[src/pfe_pkg.sv]
// pfe_pkg: shared types, constants and command structs for the postfix evaluator
// depends on nothing
`timescale 1ns / 1ps
package pfe_pkg;
	localparam int STACK_DEPTH = 64;
	localparam int PTR_W = $clog2(STACK_DEPTH);
	localparam int CNT_W = $clog2(STACK_DEPTH + 1);

	localparam logic [7:0] CH_ZERO  = 8'h30;
	localparam logic [7:0] CH_NINE  = 8'h39;
	localparam logic [7:0] CH_PLUS  = 8'h2b;
	localparam logic [7:0] CH_MINUS = 8'h2d;
	localparam logic [7:0] CH_MUL   = 8'h2a;
	localparam logic [7:0] CH_DIV   = 8'h2f;
	localparam logic [7:0] CH_POW   = 8'h5e;

	localparam logic [2:0] ST_VALID = 3'd0;
	localparam logic [2:0] ST_COUNT = 3'd1;
	localparam logic [2:0] ST_UNDER = 3'd2;
	localparam logic [2:0] ST_OVER  = 3'd3;
	localparam logic [2:0] ST_DIVZ  = 3'd4;

	localparam logic [2:0] OP_ADD = 3'd0;
	localparam logic [2:0] OP_SUB = 3'd1;
	localparam logic [2:0] OP_MUL = 3'd2;
	localparam logic [2:0] OP_DIV = 3'd3;
	localparam logic [2:0] OP_POW = 3'd4;

	typedef struct packed {
		logic [7:0] char_code;
		logic       end_of_expr;
	} in_beat_t;

	typedef struct packed {
		logic signed [31:0] value;
		logic [2:0]         status;
	} out_beat_t;

	typedef struct packed {
		logic       push;
		logic       rd_ops;
		logic       start;
		logic [2:0] op;
		logic       wr_res;
		logic       rd_top;
		logic       clear;
	} pfe_cmd_t;

	typedef struct packed {
		logic busy;
		logic done;
		logic divz;
	} pfe_sts_t;
endpackage

[src/pfe_ctrl.sv]
// pfe_ctrl: controller state machine, decodes characters and sequences the datapath
// depends on pfe_pkg
`timescale 1ns / 1ps
module pfe_ctrl (
	input  logic        clk,
	input  logic        arst_n,
	input  logic        in_valid,
	output logic        in_ready,
	input  pfe_pkg::in_beat_t in_data,
	output logic        out_valid,
	input  logic        out_ready,
	output logic [2:0]  out_status,
	input  logic [pfe_pkg::CNT_W-1:0] count,
	input  logic [2:0]  err,
	input  pfe_pkg::pfe_sts_t sts,
	output pfe_pkg::pfe_cmd_t cmd,
	output logic        over_err,
	output logic        under_err
);
	import pfe_pkg::*;

	localparam logic [2:0] S_IDLE = 3'd0;
	localparam logic [2:0] S_READ = 3'd1;
	localparam logic [2:0] S_RUN  = 3'd2;
	localparam logic [2:0] S_TOP  = 3'd3;
	localparam logic [2:0] S_OUT  = 3'd4;

	logic [2:0] state_q;
	logic       last_q, out_v_q;
	logic [2:0] op_q, st_q, err_q;
	logic       is_dig, is_op;
	logic [2:0] dec_op;

	always_comb begin
		dec_op = OP_ADD;
		is_op = 1'b1;
		unique case (in_data.char_code)
			CH_PLUS:  dec_op = OP_ADD;
			CH_MINUS: dec_op = OP_SUB;
			CH_MUL:   dec_op = OP_MUL;
			CH_DIV:   dec_op = OP_DIV;
			CH_POW:   dec_op = OP_POW;
			default:  is_op = 1'b0;
		endcase
	end
	assign is_dig = in_data.char_code >= CH_ZERO && in_data.char_code <= CH_NINE;

	assign in_ready = (state_q == S_IDLE) && !out_v_q;
	assign out_valid = out_v_q;
	assign out_status = st_q;
	logic acc;
	assign acc = in_valid && in_ready;
	logic e_any;
	assign e_any = (err_q != ST_VALID);
	assign over_err = acc && !e_any && is_dig && count >= CNT_W'(STACK_DEPTH);
	assign under_err = acc && !e_any && is_op && count < CNT_W'(2);

	always_comb begin
		cmd = '0;
		cmd.op = op_q;
		unique case (state_q)
			S_IDLE: begin
				if (acc && !e_any && is_dig && !over_err) cmd.push = 1'b1;
				if (acc && !e_any && is_op && !under_err) cmd.rd_ops = 1'b1;
				if (acc && !(!e_any && is_op && !under_err) && in_data.end_of_expr)
					cmd.rd_top = !(is_dig && !over_err && !e_any);
			end
			S_READ: begin
				cmd.start = !(op_q == OP_DIV && sts.divz);
			end
			S_RUN: cmd.wr_res = sts.done;
			S_TOP: cmd.rd_top = 1'b1;
			S_OUT: cmd.clear = 1'b0;
			default: cmd = '0;
		endcase
		if (out_v_q && out_ready) cmd.clear = 1'b1;
	end

	always_ff @(posedge clk or negedge arst_n) begin
		if (!arst_n) begin
			state_q <= S_IDLE;
			out_v_q <= 1'b0;
			last_q  <= 1'b0;
			err_q   <= ST_VALID;
			op_q    <= OP_ADD;
			st_q    <= ST_VALID;
		end else begin
			if (out_v_q && out_ready) begin
				out_v_q <= 1'b0;
				err_q <= ST_VALID;
			end
			unique case (state_q)
				S_IDLE: if (acc) begin
					last_q <= in_data.end_of_expr;
					if (over_err) err_q <= ST_OVER;
					if (under_err) err_q <= ST_UNDER;
					if (!e_any && is_op && !under_err) begin
						op_q <= dec_op;
						state_q <= S_READ;
					end else if (in_data.end_of_expr) begin
						state_q <= S_TOP;
					end
				end
				S_READ: begin
					if (op_q == OP_DIV && sts.divz) begin
						err_q <= ST_DIVZ;
						state_q <= last_q ? S_TOP : S_IDLE;
					end else state_q <= S_RUN;
				end
				S_RUN: if (sts.done) state_q <= last_q ? S_TOP : S_IDLE;
				S_TOP: state_q <= S_OUT;
				S_OUT: begin
					out_v_q <= 1'b1;
					if (e_any) st_q <= err_q;
					else if (count != CNT_W'(1)) st_q <= ST_COUNT;
					else st_q <= ST_VALID;
					state_q <= S_IDLE;
				end
				default: state_q <= S_IDLE;
			endcase
		end
	end
	logic unused;
	assign unused = ^{err, sts.busy};
endmodule

[config.mk]
export PLATFORM = sky130hd
export DESIGN_NAME = pfe_ctrl
export DESIGN_NICKNAME = d
export VERILOG_FILES = /design/src/pfe_pkg.sv /design/src/pfe_ctrl.sv
export SDC_FILE = /design/constraint.sdc
export NUM_CORES = 1
export LEC_CHECK = 0
export BUFFER_PORTS_ARGS = -buffer_cell sky130_fd_sc_hd__buf_2
export CAP_MARGIN = 20
export CORE_MARGIN = 4
export CORE_UTILIZATION = 46
export CTS_BUF_LIST = sky130_fd_sc_hd__clkbuf_16
export DETAILED_ROUTE_END_ITERATION = 12
export PLACE_DENSITY = 0.78
export SYNTH_ARGS = -nofsm -noshare
export SYNTH_HDL_FRONTEND = slang
export SYNTH_SLANG_ARGS = --single-unit
[constraint.sdc]
create_clock -name clk -period 2.2 [get_ports clk]
set_clock_uncertainty 0.1 [all_clocks]
set_input_delay 0.33 -clock clk [delete_from_list [all_inputs] [get_ports clk]]
set_output_delay 0.33 -clock clk [all_outputs]
set_load 0.05 [all_outputs]
======== After elaboration in Yosys (flattened, before gate mapping) ========
Cells that the tools add are included.
operators by class
  add/subtract/negate cells ............... 0
  multiply operators ...................... 0
  divide/modulo/power cells ............... 0
  magnitude comparators ................... 4
  equal/unequal tests ..................... 14
  shift operators ......................... 0
  mux-type cells .......................... 28
  bitwise logic cells ..................... 0
  reduce and logical (&&, ||, !) cells .... 33
operators with widths
  operator                                                            number
  2-to-1 mux 3 bit                                                    11
  == test 8 x 6 -> 1 bit (second input constant)                      4
  one-hot mux 3 bit (4 select lines)                                  2
  logical AND 1 bit                                                   18
  2-to-1 mux 1 bit                                                    10
  OR reduction 5 bit                                                  2
  == test 3 x 2 -> 1 bit (second input constant)                      3
  == test 8 x 7 -> 1 bit (second input constant)                      1
  greater-or-equal comparator 8 x 6 -> 1 bit (second input constant)  1
  <= comparator 8 x 6 -> 1 bit (second input constant)                1
  greater-or-equal comparator 7 bit (second input constant)           1
  logical NOT 1 bit                                                   7
  less-than comparator 7 x 2 -> 1 bit (second input constant)         1
  inequality test 7 x 1 -> 1 bit (second input constant)              1
  2-to-1 mux 2 bit                                                    3
  one-hot mux 3 bit (2 select lines)                                  1
  AND reduction 3 bit                                                 2
  inequality test 2 bit (second input constant)                       2
  == test 3 x 1 -> 1 bit (second input constant)                      1
  == test 3 bit (second input constant)                               1
  logical NOT 3 bit                                                   1
  inequality test 3 x 2 -> 1 bit (second input constant)              1
  nonzero test 3 bit                                                  1
  one-hot mux 1 bit (2 select lines)                                  1
  other kinds (2)                                                     2
word-level totals
  register bits ........................... 14
  latch bits .............................. 0
  RAM bits ................................ 0
  memory bits (read-only) ................. 0
  bits of input ports ..................... 26
  output and inout port bits .............. 16
  logic and storage cells ................. 85
  memories ................................ 0

======== Logic depth before layout (Yosys ltp) ========
  depth after elaboration ................. 13
  depth in mapped cells ................... 6
  mapped depth without buffers ............ 5

======== Worst setup path after synthesis ========
No wires, ideal clock.
  path kind ............................... register to output
  start ................................... reg out_v_q, in the netlist out_valid
  end ..................................... out cmd[8] in the netlist's numbering
  data arrival time ....................... 2.260 ns
  required time ........................... 1.770 ns
  setup slack ............................. -0.490 ns
  cell stages (with the launch flop) ...... 4
  buffers on the path ..................... 0
  path through ............................ dfrtp_1 -> nor3b_1 -> nand2_1 -> nor3_1
RTL lines
  element                   line             text
  start: declaration        pfe_ctrl.sv:29   logic last_q, out_v_q;
  start signal: assignment  pfe_ctrl.sv:82   out_v_q <= 1'b0;
  start signal: assignment  pfe_ctrl.sv:89   out_v_q <= 1'b0;
  start signal: assignment  pfe_ctrl.sv:113  out_v_q <= 1'b1;
  end: declaration          pfe_ctrl.sv:16   output pfe_pkg::pfe_cmd_t cmd,

==> qor.yml <==
grt:
  grt_pass1_wl_microns: 4130
  grt_pass1_vias: 968
  grt_max_degree: 16
  gr-usage-all-layers_pct: 19.8
  grt-ovfl-total: 0
  grt_antenna_before_repair: 0
hold_path:
  hold_class: "input port to register"
logic_synthesis:
  yosys_warnings: 0
  synth-seq-cells: 14
  syn_inst: 104
  synth.net_count: 130
  syn_area_per_cell_sq_um: 9.07
  syn_area_sq_um: 943
  synth.distinct_cells: 36
  synth-seq-area-share_pct: 37.1
clock_network:
  cts_root_buffer: "clkbuf_16"
  cts.sinks: 14
  clk_pin_slew_ns: 0.05
  clockBufferDepth: 2
  cts_inserted_buffers: 3
  clk_latency_ns: 0.24
  cts-htree-levels: 1
  cts_tree: "yes"
sta:
  fin_tns_setup_ns: 0
  tightest_slew_ns: 0.709
  hold_viol: 0
  min_period_ns: 2.20
  setup_viol: 0
  fin_crit_sh_pct: 99.9
  setup_slack_ns: 0.00192
  slew_violations: 0
  fmax_mhz: 455
  slew_headroom_pct: 51.5
  rsz0062_at_grt: "yes"
worst_setup_path:
  cp.arrival_ns: 1.77
  worst-setup-path-type: "register to output pin"
  crit_path_end_kind: "output pin"
  cp_max_fo: 4
  required_ns: 1.77
  crit_path_start_kind: "register"
floorplan:
  rows: 16
  core-area_sq_um: 1960
  die_w_microns: 53.3
  ios: 42
  start_util_pct: 48.1
  die-area_sq_um: 2840
  die_height_microns: 53.3
placement:
  dpl.hpwl_microns: 1970
  dp_slack_ns: -0.0306
  gp_congestion: 0.804
  portBuffers: 37
  dpl-instance-area_sq_um: 1270
layout:
  fin_area_sq_um: 1430
  final_net_count: 184
  diodes: 0
  drive_gt1_share_pct: 49.0
  area_growth_pct: 52.0
power_and_ir_drop:
  ir_drop_v: 0.000607
  p_per_area_nw_per_um2: 1150
  p_leak_nw: 0.735
route:
  wl_per_cell_microns: 14.6
  antenna_left: 0
  vias: 1005
  routed_wl_microns: 2680
  initialDrtViolationCount: 23
  viasPerCell: 5.46
  first_pass_iters: 4
  drc: 0
status:
  status: "finished clean"
flow_run:
  drv_cap: 0
[synth_stat cells, drive strengths merged]
library cell | n | share of area (%)
clkbuf | 3 | 1.2
a211oi | 2 | 2.7
inv | 6 | 2.4
and4b | 1 | 1.1
a21o | 4 | 3.3
a21oi | 6 | 3.2
or4 | 1 | 1.2
or3 | 2 | 1.3
nand4b | 3 | 2.8
nor3 | 8 | 6.5
xnor2 | 1 | 0.93
mux2i | 2 | 2.1
nand3b | 2 | 1.6
dfrtp | 14 | 37
nor4 | 3 | 2.0
a221o | 1 | 1.2
nor2 | 12 | 4.8
nor4b | 2 | 2.5
nand3 | 1 | 0.53
nand2 | 7 | 2.8
mux2 | 4 | 5.6
o21ai | 5 | 2.7
and2 | 4 | 2.7
o211ai | 1 | 1.3
a2111oi | 1 | 0.93
nor3b | 1 | 0.80
nor4bb | 1 | 1.1
buf | 1 | 0.53
and3 | 2 | 1.3
nor2b | 3 | 2.0
[sequential cells by signal, summed over array words and instances (netlist names)]
name	count
op_q	3
last_q	1
state_q	3
err_q	3
out_status	3
out_valid	1
[routing by layer]
layer,GRT usage [%],routed length (microns)
met1,22.8,1140
met3,3.10,124
met5,0,0
met4,6.81,40
met2,36.3,1380
[cell type report]
cell class                 count  area (sq um)
timing repair buffer          53           335
inverter                       6          22.5
clock inverter                 1          3.75
sequential                    14           350
multi-input combinational     80           613
fill                         155           528
clock buffer                   3          75.1
tap                           27          33.8
[power breakdown]
group | switching (mW) | total, mW | internal [mW]
Sequential | 0.0467 | 0.375 | 0.329
Clock | 0.106 | 0.347 | 0.241
Combinational | 0.591 | 0.928 | 0.337
[critical path, stage by stage (launching register included)]
cell	delay (ns)
dfrtp_1	0.39
or3_4	0.42
nand4b_1	0.21
nor2_1	0.11
nor2_1	0.06
a21o_2	0.19
buf_6	0.15
[worst paths after layout]
path / from / endpoint / slack, ns / cells past startpoint
max: err_q[2] / cmd[1] / 0.002 / 6
min: in_data[0] / last_q / 0.26 / 3
max reg2reg: op_q[2] / err_q[1] / 0.25 / 4
min reg2reg: out_status[1] / out_status[1] / 0.41 / 1
max in group asynchronous: arst_n / err_q[0] / 1.34 / 2
min in group asynchronous: arst_n / last_q / 0.41 / 2
[metrics by stage]
| stage | cells | hold WS [ns] | total power [mW] | util, % |
|---|---|---|---|---|
| finish | 184 | 0.256 | 1.65 | 73.1 |
| global route | 184 | 0.281 | 1.73 | 73.1 |
| CTS | 182 | 0.255 | 1.62 | 70.7 |
| detailed placement | 176 | 0.144 | 1.21 | 64.6 |
| global placement | 176 | 0.139 | 1.19 | 64.6 |
| floorplan | 104 | -0.0656 | 0.994 | - |
[layout by cell type (no fill, tap or decap), drive strengths merged]
| cell | instances |
|---|---|
| a2111oi | 1 |
| a211oi | 2 |
| a21o | 4 |
| a21oi | 6 |
| a221o | 1 |
| and2 | 4 |
| and3 | 2 |
| and4b | 1 |
| buf | 51 |
| clkbuf | 4 |
| clkinv | 1 |
| dfrtp | 14 |
| dlygate4sd3 | 1 |
| inv | 6 |
| mux2 | 4 |
| mux2i | 2 |
| nand2 | 7 |
| nand3 | 1 |
| nand3b | 2 |
| nand4b | 3 |
| nor2 | 12 |
| nor2b | 3 |
| nor3 | 8 |
| nor3b | 1 |
| nor4 | 3 |
| nor4b | 2 |
| nor4bb | 1 |
| o211ai | 1 |
| o21ai | 5 |
| or3 | 2 |
| or4 | 1 |
| xnor2 | 1 |
[cell families (layout without fill, tap and decap cells)]
group	Yosys count	in the layout	synth area share, %
xor gates and xnor gates	1	1	0.929
muxes	6	6	7.69
AOI/OAI and AO/OA	20	20	15.3
buffers and inverters	10	63	4.11
and+or+nand+nor	53	53	34.9
DFF	14	14	37.1
[what timing repair did]
| item | 4_1_cts | 5_1_grt |
|---|---|---|
| cloned | 0 | 0 |
| resized for setup | 7 | 7 |
| hold buffers | 1 | 0 |
| pin swaps | 1 | 1 |
| buffers inserted | 1 | 2 |
| setup endpoints to repair | 5 | 4 |
| endpoints found under the hold margin | 14 | 0 |
No activity file was read; power rests on OpenSTA's default activity.
